[config.mk]
export PLATFORM = sky130hd
export DESIGN_NAME = downlink_frame_header_check_unit
export DESIGN_NICKNAME = d
export VERILOG_FILES = /design/src/rtl/dfhc_pkg.sv /design/src/rtl/dfhc_capture.sv /design/src/rtl/dfhc_session.sv /design/src/rtl/downlink_frame_header_check_unit.sv
export SDC_FILE = /design/constraint.sdc
export NUM_CORES = 1
export LEC_CHECK = 0
export BUFFER_PORTS_ARGS = -buffer_cell sky130_fd_sc_hd__buf_2
export CAP_MARGIN = 20
export CORE_UTILIZATION = 45
export CTS_BUF_LIST = sky130_fd_sc_hd__clkbuf_16
export CTS_CLUSTER_SIZE = 24
export DETAILED_ROUTE_END_ITERATION = 12
export HOLD_SLACK_MARGIN = 0.03
export PLACE_DENSITY = 0.71
export SLEW_MARGIN = 15
export SYNTH_ARGS = -nofsm -noshare
export SYNTH_HDL_FRONTEND = slang
export SYNTH_SLANG_ARGS = --single-unit
[constraint.sdc]
create_clock -name clock -period 7.9 [get_ports clock]
set_input_delay 1.975 -clock clock [delete_from_list [all_inputs] [get_ports clock]]
set_output_delay 1.975 -clock clock [all_outputs]
set_load 0.02 [all_outputs]
[src/rtl/dfhc_pkg.sv]
// ----------------------------------------------------------------------------
// dfhc_pkg
// shared types, codes and constants for the downlink frame header check unit
// ----------------------------------------------------------------------------
package dfhc_pkg;

   // widths fixed by the item fields
   localparam int FUNC_W    = 2;
   localparam int BYTE_W    = 8;
   localparam int STATUS_W  = 3;
   localparam int LEN_W     = 8;
   localparam int FOPTS_W   = 4;
   localparam int CNT_W     = 32;
   localparam int RCNT_W    = 16;
   localparam int SRC_W     = 2;
   localparam int CSR_IDX_W = 1;
   localparam int CSR_W     = 32;

   localparam int MAX_FRAME_BYTES_DEFAULT = 255;

   // smallest frame: header, address, control, counter, integrity code
   localparam logic [LEN_W-1:0] MIN_FRAME = LEN_W'(12);

   // function codes of an input beat
   localparam logic [FUNC_W-1:0] FUNC_BYTE    = 2'd0;
   localparam logic [FUNC_W-1:0] FUNC_VERDICT = 2'd1;
   localparam logic [FUNC_W-1:0] FUNC_UPLINK  = 2'd2;

   // result status codes
   localparam logic [STATUS_W-1:0] ST_OK       = 3'd0;
   localparam logic [STATUS_W-1:0] ST_LENGTH   = 3'd1;
   localparam logic [STATUS_W-1:0] ST_HEADER   = 3'd2;
   localparam logic [STATUS_W-1:0] ST_ADDRESS  = 3'd3;
   localparam logic [STATUS_W-1:0] ST_COUNTER  = 3'd4;
   localparam logic [STATUS_W-1:0] ST_PORT     = 3'd5;
   localparam logic [STATUS_W-1:0] ST_MIC_FAIL = 3'd6;
   localparam logic [STATUS_W-1:0] ST_NONE     = 3'd7;

   // message types accepted for downlink
   localparam logic [2:0] MTYPE_UNCONF = 3'd3;
   localparam logic [2:0] MTYPE_CONF   = 3'd5;

   // where mac commands live
   localparam logic [SRC_W-1:0] SRC_NONE    = 2'd0;
   localparam logic [SRC_W-1:0] SRC_OPTIONS = 2'd1;
   localparam logic [SRC_W-1:0] SRC_PORT0   = 2'd2;

   // register indexes
   localparam logic [CSR_IDX_W-1:0] CSR_MATCH_ADDR = 1'd0;
   localparam logic [CSR_IDX_W-1:0] CSR_CNT_PRESET = 1'd1;

   // captured header fields, frame length and overflow after the current byte
   typedef struct packed {
      logic [BYTE_W-1:0] header;
      logic [CNT_W-1:0]  address;
      logic [BYTE_W-1:0] control;
      logic [RCNT_W-1:0] rcnt;
      logic [BYTE_W-1:0] port;
      logic [LEN_W-1:0]  frame_len;
      logic              overflow;
   } cap_type;

   // configuration write
   typedef struct packed {
      logic                 wr;
      logic [CSR_IDX_W-1:0] index;
      logic [CSR_W-1:0]     data;
   } csr_wr_type;

   // one result beat
   typedef struct packed {
      logic [STATUS_W-1:0] status;
      logic [BYTE_W-1:0]   port_number;
      logic [LEN_W-1:0]    payload_length;
      logic [FOPTS_W-1:0]  options_length;
      logic [CNT_W-1:0]    candidate_counter;
      logic                ack_flag;
      logic [SRC_W-1:0]    command_source;
   } rsp_type;

endpackage

[src/rtl/dfhc_capture.sv]
// ----------------------------------------------------------------------------
// dfhc_capture
// byte counter and header field capture for one received frame
// ----------------------------------------------------------------------------
module dfhc_capture #(
   parameter int MAX_FRAME_BYTES = dfhc_pkg::MAX_FRAME_BYTES_DEFAULT
) (
   input  logic                      clock,
   input  logic                      reset,
   input  logic                      take,
   input  logic                      clear,
   input  logic [dfhc_pkg::BYTE_W-1:0] frame_byte,
   output dfhc_pkg::cap_type         cap
);
   import dfhc_pkg::*;

   logic [LEN_W-1:0]  byte_index_ff, byte_index_in, idx_t;
   logic              overflow_ff, overflow_in, ovf_t;
   logic [BYTE_W-1:0] header_ff, header_in, header_t;
   logic [CNT_W-1:0]  address_ff, address_in, address_t;
   logic [BYTE_W-1:0] control_ff, control_in, control_t;
   logic [RCNT_W-1:0] rcnt_ff, rcnt_in, rcnt_t;
   logic [BYTE_W-1:0] port_ff, port_in, port_t;
   logic [LEN_W-1:0]  port_pos;

   assign port_pos = LEN_W'(8) + LEN_W'(control_ff[FOPTS_W-1:0]);

   always_comb begin
      idx_t     = byte_index_ff;
      ovf_t     = overflow_ff;
      header_t  = header_ff;
      address_t = address_ff;
      control_t = control_ff;
      rcnt_t    = rcnt_ff;
      port_t    = port_ff;
      if (take) begin
         if (byte_index_ff >= LEN_W'(MAX_FRAME_BYTES)) begin
            ovf_t = 1'b1;
         end else begin
            case (byte_index_ff)
               LEN_W'(0): header_t           = frame_byte;
               LEN_W'(1): address_t[7:0]     = frame_byte;
               LEN_W'(2): address_t[15:8]    = frame_byte;
               LEN_W'(3): address_t[23:16]   = frame_byte;
               LEN_W'(4): address_t[31:24]   = frame_byte;
               LEN_W'(5): control_t          = frame_byte;
               LEN_W'(6): rcnt_t             = RCNT_W'(frame_byte);
               LEN_W'(7): rcnt_t[15:8]       = frame_byte;
               default:   idx_t              = byte_index_ff;
            endcase
            // port byte sits right after the option bytes
            if (byte_index_ff == port_pos) begin
               port_t = frame_byte;
            end
            idx_t = byte_index_ff + LEN_W'(1);
         end
      end
   end

   always_comb begin
      if (clear) begin
         byte_index_in = '0;
         overflow_in   = 1'b0;
         header_in     = '0;
         address_in    = '0;
         control_in    = '0;
         rcnt_in       = '0;
         port_in       = '0;
      end else begin
         byte_index_in = idx_t;
         overflow_in   = ovf_t;
         header_in     = header_t;
         address_in    = address_t;
         control_in    = control_t;
         rcnt_in       = rcnt_t;
         port_in       = port_t;
      end
   end

   always_ff @(posedge clock) begin
      if (reset) begin
         byte_index_ff <= '0;
         overflow_ff   <= 1'b0;
         header_ff     <= '0;
         address_ff    <= '0;
         control_ff    <= '0;
         rcnt_ff       <= '0;
         port_ff       <= '0;
      end else begin
         byte_index_ff <= byte_index_in;
         overflow_ff   <= overflow_in;
         header_ff     <= header_in;
         address_ff    <= address_in;
         control_ff    <= control_in;
         rcnt_ff       <= rcnt_in;
         port_ff       <= port_in;
      end
   end

   // a frame long enough for its options ends past all header fields and the port
   // byte, so the stored fields are final; length and overflow include this byte
   always_comb begin
      cap.header    = header_ff;
      cap.address   = address_ff;
      cap.control   = control_ff;
      cap.rcnt      = rcnt_ff;
      cap.port      = port_ff;
      cap.frame_len = idx_t;
      cap.overflow  = ovf_t;
   end

endmodule

[src/rtl/dfhc_session.sv]
// ----------------------------------------------------------------------------
// dfhc_session
// frame checks, counter extension and session state (counter, pending, ack)
// ----------------------------------------------------------------------------
module dfhc_session (
   input  logic                         clock,
   input  logic                         reset,
   input  logic                         fire,
   input  logic [dfhc_pkg::FUNC_W-1:0]  func,
   input  logic                         last_byte,
   input  logic                         mic_ok,
   input  dfhc_pkg::cap_type            cap,
   input  dfhc_pkg::csr_wr_type         csr,
   output logic                         res_valid,
   output dfhc_pkg::rsp_type            res
);
   import dfhc_pkg::*;

   logic [CNT_W-1:0] match_addr_ff, match_addr_in;
   logic [CNT_W-1:0] down_cnt_ff, down_cnt_in;
   logic [CNT_W-1:0] pend_cnt_ff, pend_cnt_in;
   logic             pend_valid_ff, pend_valid_in;
   logic             ack_ff, ack_in;

   logic               frame_end;
   logic [2:0]         mtype;
   logic [FOPTS_W-1:0] fopts;
   logic [LEN_W-1:0]   min_len, plen;
   logic               len_fail, hdr_fail, ack_set, addr_fail, len2_fail;
   logic               cnt_fail, port_fail, has_pay;
   logic [CNT_W-1:0]   cand;
   logic [BYTE_W-1:0]  port_v;
   logic [LEN_W-1:0]   pay_v;
   logic [SRC_W-1:0]   src_v;
   logic [STATUS_W-1:0] frame_status;

   assign frame_end = fire && (func == FUNC_BYTE) && last_byte;

   always_comb begin
      mtype    = cap.header[7:5];
      fopts    = cap.control[FOPTS_W-1:0];
      min_len  = MIN_FRAME + LEN_W'(fopts);
      len_fail = cap.overflow || (cap.frame_len < MIN_FRAME);
      hdr_fail = (cap.header[1:0] != 2'b00)
                 || ((mtype != MTYPE_UNCONF) && (mtype != MTYPE_CONF));
      ack_set  = !len_fail && !hdr_fail && (mtype == MTYPE_CONF);
      addr_fail = cap.address != match_addr_ff;
      len2_fail = cap.frame_len < min_len;

      // counter extension from the received low half
      cnt_fail = 1'b0;
      if (down_cnt_ff == '0) begin
         cand = CNT_W'(cap.rcnt);
      end else if (cap.rcnt == down_cnt_ff[RCNT_W-1:0]) begin
         cnt_fail = 1'b1;
         cand     = {down_cnt_ff[CNT_W-1:RCNT_W], cap.rcnt};
      end else if (cap.rcnt > down_cnt_ff[RCNT_W-1:0]) begin
         cand = {down_cnt_ff[CNT_W-1:RCNT_W], cap.rcnt};
      end else begin
         // rollover into the next upper half
         cand = {down_cnt_ff[CNT_W-1:RCNT_W] + RCNT_W'(1), cap.rcnt};
      end

      plen    = cap.frame_len - min_len;
      has_pay = plen != '0;
      port_v  = has_pay ? cap.port : '0;
      pay_v   = has_pay ? plen - LEN_W'(1) : '0;
      port_fail = has_pay && (fopts != '0) && (cap.port == '0);

      if (fopts != '0) begin
         src_v = SRC_OPTIONS;
      end else if ((pay_v != '0) && (port_v == '0)) begin
         src_v = SRC_PORT0;
      end else begin
         src_v = SRC_NONE;
      end

      if (len_fail) begin
         frame_status = ST_LENGTH;
      end else if (hdr_fail) begin
         frame_status = ST_HEADER;
      end else if (addr_fail) begin
         frame_status = ST_ADDRESS;
      end else if (len2_fail) begin
         frame_status = ST_LENGTH;
      end else if (cnt_fail) begin
         frame_status = ST_COUNTER;
      end else if (port_fail) begin
         frame_status = ST_PORT;
      end else begin
         frame_status = ST_OK;
      end
   end

   always_comb begin
      match_addr_in = match_addr_ff;
      down_cnt_in   = down_cnt_ff;
      pend_cnt_in   = pend_cnt_ff;
      pend_valid_in = pend_valid_ff;
      ack_in        = ack_ff;
      res_valid     = 1'b0;
      res           = '0;

      if (csr.wr) begin
         unique case (csr.index)
            CSR_MATCH_ADDR: match_addr_in = csr.data;
            CSR_CNT_PRESET: begin
               down_cnt_in   = csr.data;
               pend_valid_in = 1'b0;
            end
            default: match_addr_in = match_addr_ff;
         endcase
      end

      if (frame_end) begin
         res_valid  = 1'b1;
         ack_in     = ack_ff || ack_set;
         res.status = frame_status;
         res.ack_flag = ack_ff || ack_set;
         pend_valid_in = frame_status == ST_OK;
         if (frame_status == ST_OK) begin
            pend_cnt_in            = cand;
            res.port_number        = port_v;
            res.payload_length     = pay_v;
            res.options_length     = fopts;
            res.candidate_counter  = cand;
            res.command_source     = src_v;
         end
      end else if (fire && (func == FUNC_VERDICT)) begin
         res_valid    = 1'b1;
         res.ack_flag = ack_ff;
         if (!pend_valid_ff) begin
            res.status = ST_NONE;
         end else begin
            res.candidate_counter = pend_cnt_ff;
            pend_valid_in         = 1'b0;
            if (mic_ok) begin
               down_cnt_in = pend_cnt_ff;
               res.status  = ST_OK;
            end else begin
               res.status  = ST_MIC_FAIL;
            end
         end
      end else if (fire && (func == FUNC_UPLINK)) begin
         res_valid    = 1'b1;
         res.status   = ST_OK;
         res.ack_flag = ack_ff;
         ack_in       = 1'b0;
      end
   end

   always_ff @(posedge clock) begin
      if (reset) begin
         match_addr_ff <= '0;
         down_cnt_ff   <= '0;
         pend_cnt_ff   <= '0;
         pend_valid_ff <= 1'b0;
         ack_ff        <= 1'b0;
      end else begin
         match_addr_ff <= match_addr_in;
         down_cnt_ff   <= down_cnt_in;
         pend_cnt_ff   <= pend_cnt_in;
         pend_valid_ff <= pend_valid_in;
         ack_ff        <= ack_in;
      end
   end

endmodule

[src/rtl/downlink_frame_header_check_unit.sv]
// ----------------------------------------------------------------------------
// downlink_frame_header_check_unit
// byte-wise downlink frame header check with 32-bit frame counter extension
// ----------------------------------------------------------------------------
//
//   channel  | direction | handshake              | beat
//   ---------+-----------+------------------------+-------------------------------
//   req_*    | in        | req_valid / req_stall  | func, frame byte, last, mic
//   rsp_*    | out       | rsp_valid / rsp_stall  | status and frame fields
//   csr_*    | in        | csr_valid / csr_ready  | register index and data
//
// one beat per cycle unless stalled: beat -> input register -> checks -> result register
// a request is held in the input register and its result in the result register
// results only come from the final frame byte, verdict and uplink beats
// csr_ready is low while a request sits in the input register
// reset (synchronous, active high) clears the session and the capture state
// a stalled result holds the pipe and raises req_stall once the input stage is full
//
module downlink_frame_header_check_unit #(
   parameter int MAX_FRAME_BYTES = dfhc_pkg::MAX_FRAME_BYTES_DEFAULT
) (
   input  logic                               clock,
   input  logic                               reset,

   // request channel
   input  logic                               req_valid,
   output logic                               req_stall,
   input  logic [dfhc_pkg::FUNC_W-1:0]        req_func,
   input  logic [dfhc_pkg::BYTE_W-1:0]        req_frame_byte,
   input  logic                               req_last_byte,
   input  logic                               req_mic_ok,

   // result channel
   output logic                               rsp_valid,
   input  logic                               rsp_stall,
   output logic [dfhc_pkg::STATUS_W-1:0]      rsp_status,
   output logic [dfhc_pkg::BYTE_W-1:0]        rsp_port_number,
   output logic [dfhc_pkg::LEN_W-1:0]         rsp_payload_length,
   output logic [dfhc_pkg::FOPTS_W-1:0]       rsp_options_length,
   output logic [dfhc_pkg::CNT_W-1:0]         rsp_candidate_counter,
   output logic                               rsp_ack_flag,
   output logic [dfhc_pkg::SRC_W-1:0]         rsp_command_source,

   // configuration write channel
   input  logic                               csr_valid,
   output logic                               csr_ready,
   input  logic [dfhc_pkg::CSR_IDX_W-1:0]     csr_index,
   input  logic [dfhc_pkg::CSR_W-1:0]         csr_data
);
   import dfhc_pkg::*;

   // input register
   logic              in_valid_ff, in_valid_in;
   logic [FUNC_W-1:0] in_func_ff;
   logic [BYTE_W-1:0] in_byte_ff;
   logic              in_last_ff;
   logic              in_mic_ff;

   // result register
   logic    rsp_valid_ff, rsp_valid_in;
   rsp_type rsp_ff;

   logic       advance, req_accept, fire, take, clear, res_valid;
   cap_type    cap;
   csr_wr_type csr;
   rsp_type    res;

   // pipe moves when the result register is empty or being taken
   assign advance    = !rsp_valid_ff || !rsp_stall;
   assign req_stall  = in_valid_ff && !advance;
   assign req_accept = req_valid && !req_stall;
   assign fire       = in_valid_ff && advance;

   assign take  = fire && (in_func_ff == FUNC_BYTE);
   assign clear = take && in_last_ff;

   // registers are written only with the input stage empty
   assign csr_ready = !in_valid_ff;
   always_comb begin
      csr.wr    = csr_valid && csr_ready;
      csr.index = csr_index;
      csr.data  = csr_data;
   end

   always_comb begin
      if (req_accept) begin
         in_valid_in = 1'b1;
      end else if (advance) begin
         in_valid_in = 1'b0;
      end else begin
         in_valid_in = in_valid_ff;
      end
      rsp_valid_in = advance ? res_valid : rsp_valid_ff;
   end

   always_ff @(posedge clock) begin
      if (reset) begin
         in_valid_ff  <= 1'b0;
         rsp_valid_ff <= 1'b0;
      end else begin
         in_valid_ff  <= in_valid_in;
         rsp_valid_ff <= rsp_valid_in;
      end
   end

   // payload registers, no reset
   always_ff @(posedge clock) begin
      if (req_accept) begin
         in_func_ff <= req_func;
         in_byte_ff <= req_frame_byte;
         in_last_ff <= req_last_byte;
         in_mic_ff  <= req_mic_ok;
      end
      if (advance && res_valid) begin
         rsp_ff <= res;
      end
   end

   dfhc_capture #(
      .MAX_FRAME_BYTES (MAX_FRAME_BYTES)
   ) u_capture (
      .clock      (clock),
      .reset      (reset),
      .take       (take),
      .clear      (clear),
      .frame_byte (in_byte_ff),
      .cap        (cap)
   );

   dfhc_session u_session (
      .clock     (clock),
      .reset     (reset),
      .fire      (fire),
      .func      (in_func_ff),
      .last_byte (in_last_ff),
      .mic_ok    (in_mic_ff),
      .cap       (cap),
      .csr       (csr),
      .res_valid (res_valid),
      .res       (res)
   );

   assign rsp_valid             = rsp_valid_ff;
   assign rsp_status            = rsp_ff.status;
   assign rsp_port_number       = rsp_ff.port_number;
   assign rsp_payload_length    = rsp_ff.payload_length;
   assign rsp_options_length    = rsp_ff.options_length;
   assign rsp_candidate_counter = rsp_ff.candidate_counter;
   assign rsp_ack_flag          = rsp_ff.ack_flag;
   assign rsp_command_source    = rsp_ff.command_source;

endmodule

; After elaboration in Yosys (flattened, before gate mapping)
; Index checks and enable logic that the tools add are counted.
[word_totals]
reg_bits = 247
input_bits = 50
output_inout_bits = 61
wordCells = 162
[classes]
add_sub_neg = 6
magnitude_cmp = 4
n_eq_ne = 16
n_mux = 49
n_bitwise = 4
reduce_logical = 53
[op_table]
columns = op, n
row1 = two-way mux 32 bit, 12
row2 = two-way mux 33 bit, 1
row3 = "equality test 8 x 3 -> 1 bit, second input constant", 4
row4 = zero test 32 bit, 1
row5 = two-way mux 8 bit, 4
row6 = != test 32 bit, 1
row7 = two-way mux 3 bit, 10
row8 = AND reduction 3 bit, 9
row9 = zero test 8 bit, 3
row10 = two-way mux 1 bit, 20
row11 = "adder 16 x 1 -> 16 bit, second input constant", 1
row12 = equality test 16 bit, 1
row13 = "equality test 8 x 2 -> 1 bit, second input constant", 2
row14 = > comparator 16 bit, 1
row15 = case mux 8 bit (2 select lines), 1
row16 = nonzero test 8 bit, 2
row17 = logical AND 1 bit, 15
row18 = "adder 4 x 4 -> 5 bit, first input constant", 2
row19 = "adder 8 x 1 -> 8 bit, second input constant", 1
row20 = "equality test 8 x 1 -> 1 bit, second input constant", 1
row21 = equality test 8 bit, 1
row22 = "greater-or-equal comparator 8 bit, second input constant", 1
row23 = "less-than comparator 8 x 4 -> 1 bit, second input constant", 1
row24 = less-than comparator 8 bit, 1
row25 = other kinds (19), 36

; Logic depth before layout (Yosys ltp)
; Gate-level depths: netlist of the first run.
[depth]
ltp_word = 18
mapped_depth = 17
ltp_nobuf = 15

; By module
; From an unflattened synthesis of the first run, not the netlist that was laid out.
[hier_totals]
cells_unflattened = 1259
area_unflattened_um2 = 11850.1
[by_module_without_submodules]
columns = mod, n_inst, cells_each, area_each_um2, seq_area_each_um2
row1 = dfhc_session, 1, 865, 6467.5, 1961.9
row2 = dfhc_capture, 1, 308, 3145.5, 1621.6
row3 = downlink_frame_header_check_unit, 1, 86, 2237.1, 2142.1

; Worst setup path after synthesis of the first run
; OpenSTA, ideal clock, no wires.
[synth_timing]
path_kind = input to register
start = input rsp_stall
end = register u_session.pend_cnt_ff[26]
setup_time_ns = 0.068
arrival_ns = 5.278
required_time_ns = 7.832
path_slack_ns = 2.554
stages = 16
path_buffers = 2
path_cell_list = a21boi_4 > o211ai_4 > xnor2_1 > ha_1 > inv_1 > fa_1 > a21o_1 > a2bb2oi_1 > a21oi_1 > o32ai_1 > a21oi_1 > and2_1 > clkbuf_1 > a21oi_1 > clkbuf_1 > o2bb2ai_2
[synth_between]
elab_chain_len = 17
elab_cells_between_ends = 22
classes_between = 1 x add/sub / 2 x order compare / 8 x mux / 11 x reduce/logical
[synth_lines]
columns = element, line_no
row1 = "start, declared", downlink_frame_header_check_unit.sv:35  ; input logic rsp_stall,
row2 = zero test 1 bit (*), downlink_frame_header_check_unit.sv:69  ; assign advance = !rsp_valid_ff || !rsp_stall;
row3 = logical OR 1 bit (*), downlink_frame_header_check_unit.sv:69
row4 = logical AND 1 bit (*), downlink_frame_header_check_unit.sv:72  ; assign fire = in_valid_ff && advance;
row5 = logical AND 1 bit (*), "dfhc_session.sv:37, downlink_frame_header_check_unit.sv:74"
row6 = two-way mux 8 bit, dfhc_capture.sv:36  ; if (take) begin
row7 = subtractor 8 bit, dfhc_session.sv:64  ; plen = cap.frame_len - min_len;
row8 = nonzero test 8 bit, dfhc_session.sv:65  ; has_pay = plen != '0;
row9 = logical AND 1 bit (2 in a row), dfhc_session.sv:68  ; port_fail = has_pay && (fopts != '0) && (cap.port == '0);
row10 = two-way mux 3 bit, dfhc_session.sv:88  ; end else if (port_fail) begin
row11 = two-way mux 3 bit, dfhc_session.sv:86  ; end else if (cnt_fail) begin
row12 = two-way mux 3 bit, dfhc_session.sv:84  ; end else if (len2_fail) begin
row13 = two-way mux 3 bit, dfhc_session.sv:82  ; end else if (addr_fail) begin
row14 = two-way mux 3 bit, dfhc_session.sv:80  ; end else if (hdr_fail) begin
row15 = two-way mux 3 bit, dfhc_session.sv:78  ; if (len_fail) begin
row16 = zero test 3 bit, dfhc_session.sv:121  ; if (frame_status == ST_OK) begin
row17 = AND reduction 2 bit (no line) (*), --
row18 = "end signal, assigned", dfhc_session.sv:162  ; pend_cnt_ff <= pend_cnt_in;
row19 = "end, declared", dfhc_session.sv:21  ; logic [CNT_W-1:0] pend_cnt_ff, pend_cnt_in;
; Mark *: on every way between the ends. The rest lies on a longest branch, timed or not.
; A chain may end at the register's enable or synchronous reset.

; Final worst setup path of the first run
[layout_timing]
start = input rsp_stall
end = register rsp_ff (netlist bit rsp_port_number[0]) (data pin)
[layout_between]
elab_chain_len = 17
elab_cells_between_ends = 23
classes_between = 1 x add/sub / 2 x order compare / 9 x mux / 11 x reduce/logical
[layout_lines]
columns = element, line_no
row1 = zero test 1 bit (*), downlink_frame_header_check_unit.sv:69
row2 = logical OR 1 bit (*), downlink_frame_header_check_unit.sv:69
row3 = logical AND 1 bit (*), downlink_frame_header_check_unit.sv:72
row4 = logical AND 1 bit (*), "dfhc_session.sv:37, downlink_frame_header_check_unit.sv:74"
row5 = two-way mux 8 bit, dfhc_capture.sv:36
row6 = subtractor 8 bit, dfhc_session.sv:64
row7 = nonzero test 8 bit, dfhc_session.sv:65
row8 = logical AND 1 bit (2 in a row), dfhc_session.sv:68
row9 = two-way mux 3 bit, dfhc_session.sv:88
row10 = two-way mux 3 bit, dfhc_session.sv:86
row11 = two-way mux 3 bit, dfhc_session.sv:84
row12 = two-way mux 3 bit, dfhc_session.sv:82
row13 = two-way mux 3 bit, dfhc_session.sv:80
row14 = two-way mux 3 bit, dfhc_session.sv:78
row15 = zero test 3 bit, dfhc_session.sv:121
row16 = AND reduction 2 bit (no line), --
row17 = "end signal, assigned", downlink_frame_header_check_unit.sv:115  ; rsp_ff <= res;
row18 = "end, declared", downlink_frame_header_check_unit.sv:61  ; rsp_type rsp_ff;
; Marked as above.

==> run_results.csv, run 1 <==
group,metric,value,unit
routing,via_count,8732,
synthesis,ys.flop_type,"dfxtp_1",
final_layout,stdcell_count,1611,
floorplanning,die_h,161,um
worst_setup_path,max_stage_delay,0.55,ns
worst_setup_path,rrSetupSlack,2.86,ns
worst_setup_path,cp_top_family,"compound AO/OA/AOI/OAI gates",
timing,max_slew.worst_pin.slew,1.01,ns
worst_hold_path,hold_class,"flop to flop",
floorplanning,dieArea,25800,um^2
final_layout,areaGrowthSynthToFinish,15.1,%
synthesis,seq_area_frac_synth,0.493,
worst_setup_path,worstSetupPathType,"primary input to flop",
floorplanning,coreArea,24500,um^2
routing,wl_per_cell,17.6,um
final_layout,drive_gt1_frac,0.155,
clock_tree,root_buffer,"clkbuf_16",
power_and_ir_drop,ir_drop,0.200,mV
worst_setup_path,rr_startpoint,"u_capture.byte_index_ff[1]",
power_and_ir_drop,switchingPower,632,uW
worst_setup_path,end_kind,"flop",
clock_tree,post_cts_buffers,0,
synthesis,synth_edf_count,70,
clock_tree,cts.sinks,244,
global_route,grt_max_degree,86,
floorplanning,io_pins,111,
routing,routed_wl,28400,um
run_status,status,"finished clean",
power_and_ir_drop,cellPowerDensity,211,nW/um^2
clock_tree,cts_buffers,26,
final_layout,antenna_cells,0,
worst_setup_path,cp_num_buf_inv,2,
worst_setup_path,required,8.19,ns
worst_setup_path,cp.depth,15,
floorplanning,die_w,161,um
power_and_ir_drop,p_clk_frac,0.459,
timing,finalMaxSlewViolations,0,
timing,tns,0,ns
timing,fin_crit,5.74,ns
synthesis,ys_async_sr_fraction,0,
clock_tree,cts-resized-gates,0,
synthesis,syn_nets,1266,
final_layout,fillers,2249,
timing,finalSetupViolCount,0,
worst_setup_path,regToRegEndpoint,"rsp_port_number[0]",
global_route,first_global_vias,8080,
synthesis,netlist_instances,1185,
synthesis,netlist_area,11300,um^2
worst_setup_path,crit_slowest_cell,"and2_1",
clock_tree,clock_latency,0.54,ns
power_and_ir_drop,p_leak,0.00557,uW
timing,rsz0062_at_grt,"false",
clock_tree,tritoncts,"yes",
timing,fin_skew,0.0156,ns
worst_setup_path,arrival,6.03,ns
worst_hold_path,worstHoldPathCells,2,
clock_tree,cts_hold_repair.buffers,0,
worst_setup_path,cp-start-kind,"primary input",
power_and_ir_drop,comb_power_share,0.055,
routing,drt-pass1-iter-count,5,
placed_design,place_hpwl,20000,um
timing,hold_violations,0,
global_route,grt_pass1_wl,44400,um
worst_hold_path,hold_start,"u_session.match_addr_ff[30]",
worst_setup_path,rr_worst_depth,15,
synthesis,synth_seq_cells,244,
worst_setup_path,crit_chain,"buf_2 -> a21boi_4 -> o211ai_4 -> xnor2_1 -> ha_1 -> inv_1 -> fa_1 -> a21o_1 -> a2bb2oi_1 -> a21oi_1 -> o32ai_1 -> a21oi_1 -> and2_1 -> and3_1 -> and2_1",
timing,finalCritPeriodShare,0.727,
job,drv_cap,0,
synthesis,yosys_warnings,0,
floorplanning,rows,57,
global_route,antenna_found_initial,0,
synthesis,synth_cell_types,72,
power_and_ir_drop,seqPwrFrac,0.485,
routing,drtAntennaViolNets,0,
worst_setup_path,critical_path.max_fanout,24,
placed_design,portBuffers,110,
clock_tree,htree_levels,1,
synthesis,avgSynthCellArea,9.56,um^2
timing,max_freq,174,MHz
final_layout,nets,1348,
timing,worst_hold_slack,0.467,ns
placed_design,gp_congestion,0.891,
worst_hold_path,hold-path-endpoint,"u_session.match_addr_ff[30]",
floorplanning,initial_core_util,0.462,
placed_design,placedCellCount,1561,
power_and_ir_drop,p_sw_frac,0.229,
routing,vias_per_cell,5.42,
clock_tree,clk_path_buf_depth,3,
routing,drt_iter0_drc,590,
global_route,track_usage,0.217,
clock_tree,clkTransAtPathRegs,0.06,ns
timing,maxSlewHeadroom,0.324,
global_route,grt.overflow.total,0,
routing,route.detailed.drc,0,
power_and_ir_drop,p_int,2120,uW
==> final cells by class <==
cell class                      count  area, um^2  share of cell area
Clock inverter                     19         180              0.0138
Inverter                           38         143              0.0109
Tap cell                          324         405              0.0311
Timing Repair Buffer              123         656              0.0503
Sequential cell                   244        5590               0.428
Clock buffer                       29         726              0.0556
Multi-Input combinational cell    834        5350               0.410
==> cells by family after synthesis <==
| logic type | synth area share |
|---|---|
| AO/OA/AOI/OAI | 0.123 |
| multiplexers | 0.0761 |
| buffers and inverters | 0.0364 |
| AND/OR/NAND/NOR | 0.183 |
| adder cells (fa/ha/maj) | 0.0349 |
| flip-flops | 0.493 |
| XOR/XNOR | 0.0537 |
==> cell usage after synthesis (4+ instances only) <==
cell | count | area [um^2]
a21oi_1 | 75 | 375
dfxtp_1 | 174 | 3480
ha_1 | 30 | 375
nor2b_1 | 5 | 31.3
nor4_1 | 15 | 93.8
xnor2_1 | 26 | 228
o2bb2ai_2 | 10 | 150
a22oi_1 | 8 | 60.1
mux2i_1 | 85 | 851
a21o_1 | 11 | 82.6
o21ai_0 | 38 | 190
nor3_1 | 12 | 60.1
nand4_1 | 15 | 93.8
a211oi_1 | 34 | 255
a31oi_1 | 4 | 25.0
nand2_1 | 159 | 597
or4_1 | 5 | 37.5
inv_1 | 37 | 139
nand2b_1 | 6 | 37.5
and3_1 | 11 | 68.8
edfxtp_1 | 70 | 2100
nand3_1 | 36 | 180
nor2_1 | 131 | 492
buf_1 | 7 | 26.3
xor2_1 | 39 | 342
clkbuf_1 | 58 | 218
and2_1 | 24 | 150
==> sequential cells by signal, summed over array words and instances (netlist names), 5 cells and up <==
name	count
rsp_candidate_counter	32
u_capture.address_ff	32
u_capture.header_ff	5
rsp_port_number	8
u_session.down_cnt_ff	32
u_session.match_addr_ff	32
u_session.pend_cnt_ff	32
in_byte_ff	8
u_capture.rcnt_ff	16
u_capture.byte_index_ff	8
u_capture.port_ff	8
rsp_payload_length	8
==> stage by stage <==
stage          utilization  setup WS, ns  total power, uW  instance area [um^2]
3_3_place_gp         0.494          1.81             1510                 12100
6_report             0.532          2.16             2760                 13000
4_1_cts              0.531          2.26             2770                 13000
5_1_grt              0.532          1.91             2840                 13000
2_1_floorplan            -          2.55             1450                 11300
3_5_place_dp         0.494          1.72             1520                 12100
==> power groups by stage <==
stage          sequential [uW]  clock (uW)  combinational (uW)
5_1_grt                   1340        1340                 166
6_report                  1340        1270                 153
3_3_place_gp              1360           0                 149
2_1_floorplan             1350           0                98.1
4_1_cts                   1340        1290                 151
3_5_place_dp              1360           0                 151
==> worst max path at each step <==
| stage | slack (ns) | start | endpoint |
|---|---|---|---|
| 2_1_floorplan | 2.55 | rsp_stall | u_session.pend_cnt_ff[26] |
| 5_1_grt | 1.91 | rsp_stall | rsp_candidate_counter[29] |
| 3_3_place_gp | 1.81 | rsp_stall | rsp_port_number[1] |
| 3_5_place_dp | 1.72 | rsp_stall | rsp_port_number[0] |
| 6_report | 2.16 | rsp_stall | rsp_port_number[0] |
| 4_1_cts | 2.26 | rsp_stall | rsp_port_number[0] |
==> worst register-to-register path, stage by stage (launching register included) <==
cell,delay (ns)
dfxtp_1,0.51
ha_1,0.35
nand4_1,0.25
o211ai_4,0.29
xnor2_1,0.21
ha_1,0.21
inv_1,0.05
fa_1,0.39
a21o_1,0.24
a2bb2oi_1,0.22
a21oi_1,0.15
o32ai_1,0.39
a21oi_1,0.25
and2_1,0.55
and3_1,0.51
and2_1,0.22
==> layer usage <==
metal  routed length, um  track usage
met3                1550       0.0245
met2               13000        0.349
met4                 774       0.0635
met1               13000        0.307
met5                   0            0
==> placed cells by master (no fill, tap or decap), drive strengths merged, types with 11 or more instances in the layout <==
| master | Yosys | routed |
|---|---|---|
| and3 | 11 | 11 |
| edfxtp | 70 | 70 |
| clkbuf | 58 | 29 |
| buf | 11 | 123 |
| nand4 | 16 | 16 |
| dfxtp | 174 | 174 |
| o2bb2ai | 13 | 13 |
| inv | 38 | 45 |
| nor3 | 13 | 13 |
| a211oi | 34 | 34 |
| nor2 | 133 | 133 |
| mux2i | 85 | 85 |
| nand2 | 160 | 160 |
| a21oi | 75 | 75 |
| xor2 | 39 | 39 |
| xnor2 | 27 | 27 |
| nor4 | 15 | 15 |
| and2 | 25 | 25 |
| nand3 | 37 | 37 |
| o21ai | 40 | 40 |
| ha | 30 | 30 |
| a21o | 11 | 11 |
Power figures use the tool's default switching activity.
==> run 2, diff against run 1 <==
--- a/config.mk
+++ b/config.mk
@@ -5,6 +5,7 @@
 export SDC_FILE = /design/constraint.sdc
 export NUM_CORES = 1
 export LEC_CHECK = 0
+export ABC_AREA = 1
 export BUFFER_PORTS_ARGS = -buffer_cell sky130_fd_sc_hd__buf_2
 export CAP_MARGIN = 20
 export CORE_UTILIZATION = 45
@@ -12,7 +13,7 @@
 export CTS_CLUSTER_SIZE = 24
 export DETAILED_ROUTE_END_ITERATION = 12
 export HOLD_SLACK_MARGIN = 0.03
-export PLACE_DENSITY = 0.71
+export PLACE_DENSITY = 0.74
 export SLEW_MARGIN = 15
 export SYNTH_ARGS = -nofsm -noshare
 export SYNTH_HDL_FRONTEND = slang
==> constraint.sdc (replaced) <==
create_clock -name clock -period 4.8 [get_ports clock]
set_input_delay 1.2 -clock clock [delete_from_list [all_inputs] [get_ports clock]]
set_output_delay 1.2 -clock clock [all_outputs]
set_load 0.02 [all_outputs]
==> run 2 against run 1 <==
  * Combinational power is 140% higher
  * First-iteration DRC count is 24% higher
  * Routed wire length is 6.4% higher
  * Final cell count is 10% higher
  * Non-clock buffer count is 11 higher
  * Critical path depth is 10 higher
  * Core utilization is 0.51 points higher
  * Clock power is 59% higher
  * Die area is 0.79% higher
  * Clock skew is 0.013 ns higher
  * Critical path type unchanged
==> run_results.csv, run 2 <==
group,metric,value,unit
run_status,status,"finished clean",
synthesis,synth_edf_count,70,
routing,drtAntennaViolNets,0,
synthesis,ys_top_cells_by_count,"dfxtp_1, nand2_1, a21oi_1",
worst_setup_path,required,5.14,ns
power_and_ir_drop,cellPowerDensity,349,nW/um^2
routing,route.detailed.drc,0,
clock_tree,cts-resized-gates,0,
worst_setup_path,end_kind,"flop",
final_layout,antenna_cells,0,
synthesis,synth_seq_cells,244,
final_layout,areaGrowthSynthToFinish,15.6,%
timing,maxSlewHeadroom,0.320,
timing,worst_hold_slack,0.460,ns
final_layout,stdcell_area,13200,um^2
clock_tree,cts_buffers,25,
timing,tns,0,ns
final_layout,nets,1517,
worst_hold_path,hold_start,"u_session.pend_cnt_ff[5]",
synthesis,yosysTopAreaCell,"dfxtp_1",
final_layout,final_cell_mix,"dfxtp_1, nand2_1, inv_1, a21oi_1, o21ai_0",
clock_tree,post_cts_buffers,0,
routing,via_count,9564,
routing,vias_per_cell,5.38,
synthesis,syn_nets,1417,
routing,wl_per_cell,17.0,um
routing,routed_wl,30200,um
synthesis,synth_top_cell_area_share,0.305,
synthesis,synthAdderAreaFrac,0.0346,
synthesis,avgSynthCellArea,8.55,um^2
synthesis,synthXorXnorAreaFrac,0.0368,
worst_hold_path,hold_class,"flop to flop",
timing,finalCritPeriodShare,0.885,
routing,drt_iter0_drc,732,
synthesis,netlist_area,11400,um^2
synthesis,synth_cell_types,43,
floorplanning,initial_core_util,0.464,
placed_design,dpl_cell_area,12300,um^2
synthesis,synth-compound-area-share,0.145,
worst_setup_path,critPathLaunch,"rsp_stall",
job,drv_cap,0,
floorplanning,coreArea,24600,um^2
timing,fin_crit,4.25,ns
synthesis,netlist_instances,1336,
worst_setup_path,worstSetupPathType,"primary input to flop",
timing,rsz0062_at_grt,"false",
synthesis,synth_area_leaders,"dfxtp_1, edfxtp_1, a21oi_1, nand2_1, o21ai_0",
final_layout,final_common_cell,"dfxtp_1",
worst_setup_path,max_stage_delay,0.34,ns
clock_tree,clk_path_buf_depth,3,
worst_setup_path,cp-start-kind,"primary input",
timing,max_slew.worst_pin.slew,1.02,ns
clock_tree,cts_hold_repair.buffers,0,
timing,hold_violations,0,
timing,fin_skew,0.0289,ns
global_route,grt_max_degree,66,
routing,drt-pass1-iter-count,5,
global_route,track_usage,0.232,
clock_tree,clkTransAtPathRegs,0.06,ns
synthesis,yosys.area_share.simple,0.185,
synthesis,ys_async_sr_fraction,0,
clock_tree,root_buffer,"clkbuf_16",
placed_design,portBuffers,110,
clock_tree,tritoncts,"yes",
worst_setup_path,rr_startpoint,"u_capture.byte_index_ff[0]",
global_route,grt_pass1_wl,47800,um
worst_setup_path,cp_common_cell,"nand2_1",
floorplanning,dieArea,26000,um^2
clock_tree,htree_levels,1,
synthesis,ys.flop_type,"dfxtp_1",
worst_setup_path,arrival,4.59,ns
timing,finalMaxSlewViolations,0,
power_and_ir_drop,p_leak,0.00526,uW
global_route,first_global_vias,8904,
power_and_ir_drop,ir_drop,0.239,mV
synthesis,muxShareOfSynthArea,0.0315,
timing,finalSetupViolCount,0,
global_route,antenna_found_initial,0,
worst_setup_path,critical_path.max_fanout,32,
final_layout,drive_gt1_frac,0.174,
synthesis,synth_top_family_by_area,"simple AND/OR/NAND/NOR gates",
synthesis,yosys_warnings,0,
synthesis,seq_area_frac_synth,0.489,
floorplanning,rows,57,
timing,max_freq,235,MHz
worst_setup_path,crit_slowest_cell,"ha_1",
floorplanning,die_h,161,um
clock_tree,cts.sinks,244,
placed_design,gp_congestion,0.901,
clock_tree,clock_latency,0.55,ns
floorplanning,die_w,161,um
placed_design,place_hpwl,21800,um
floorplanning,io_pins,111,
global_route,grt.overflow.total,0,
power_and_ir_drop,fin_total_pwr,4600,uW
==> run 2: metrics by stage <==
| step | setup slack [ns] | cells | util |
|---|---|---|---|
| floorplan | 0.298 | 1336 | - |
| global placement | 0.161 | 1733 | 0.502 |
| detailed placement | 0.0855 | 1733 | 0.502 |
| CTS | 0.598 | 1779 | 0.537 |
| global route | 0.182 | 1779 | 0.537 |
| finish | 0.551 | 1779 | 0.537 |
==> run 2: routing by layer <==
layer / vias to the layer above / share of wire / GRT usage
met5: - / 0 / 0
met4: 0 / 0.024 / 0.0759
met3: 49 / 0.070 / 0.0362
met2: 318 / 0.45 / 0.368
met1: 4470 / 0.45 / 0.322
li1: 4727 / - / -
==> run 2: cell type report <==
type                    instances  area [um^2]
fillers                      2207        11400
flip-flops and latches        244         5590
multi-input cells             867         4960
repair buffers                134          781
clock buffers                  27          676
inverters                     164          616
well taps                     324          405
clock inverters                19          185
==> run 2: cells by family (layout without fill, tap and decap cells) <==
kind of cell,after synthesis,after routing
adders and majority gates,31,31
buffers and inverters,225,344
DFF,244,244
and+or+nand+nor,445,445
AOI/OAI and AO/OA,311,311
muxes,32,32
xor gates and xnor gates,48,48
==> run 2: final timing paths <==
| path | slack [ns] | to | cells after the start |
|---|---|---|---|
| setup / recovery | 0.55 | rsp_candidate_counter[4] | 25 |
| hold / removal | 0.46 | u_session.pend_cnt_ff[5] | 2 |
| setup reg to reg | 0.59 | rsp_candidate_counter[4] | 25 |
| hold reg to reg | 0.46 | u_session.pend_cnt_ff[5] | 2 |
==> run 2: critical path, delay by kind of cell <==
family	cells	cell delay (ns)
buffers and inverters	5	0.68
xor gates and xnor gates	1	0.19
adders and majority gates	1	0.34
AOI/OAI and AO/OA	4	0.68
and+or+nand+nor	14	1.48
==> run 2: power breakdown <==
part	internal, uW	total, uW	leakage [uW]	switching, uW
clock network	1190	2020	0.000429	838
logic	123	371	0.00277	248
registers	2170	2210	0.00206	35.4
total	3480	4600	0.00526	1120
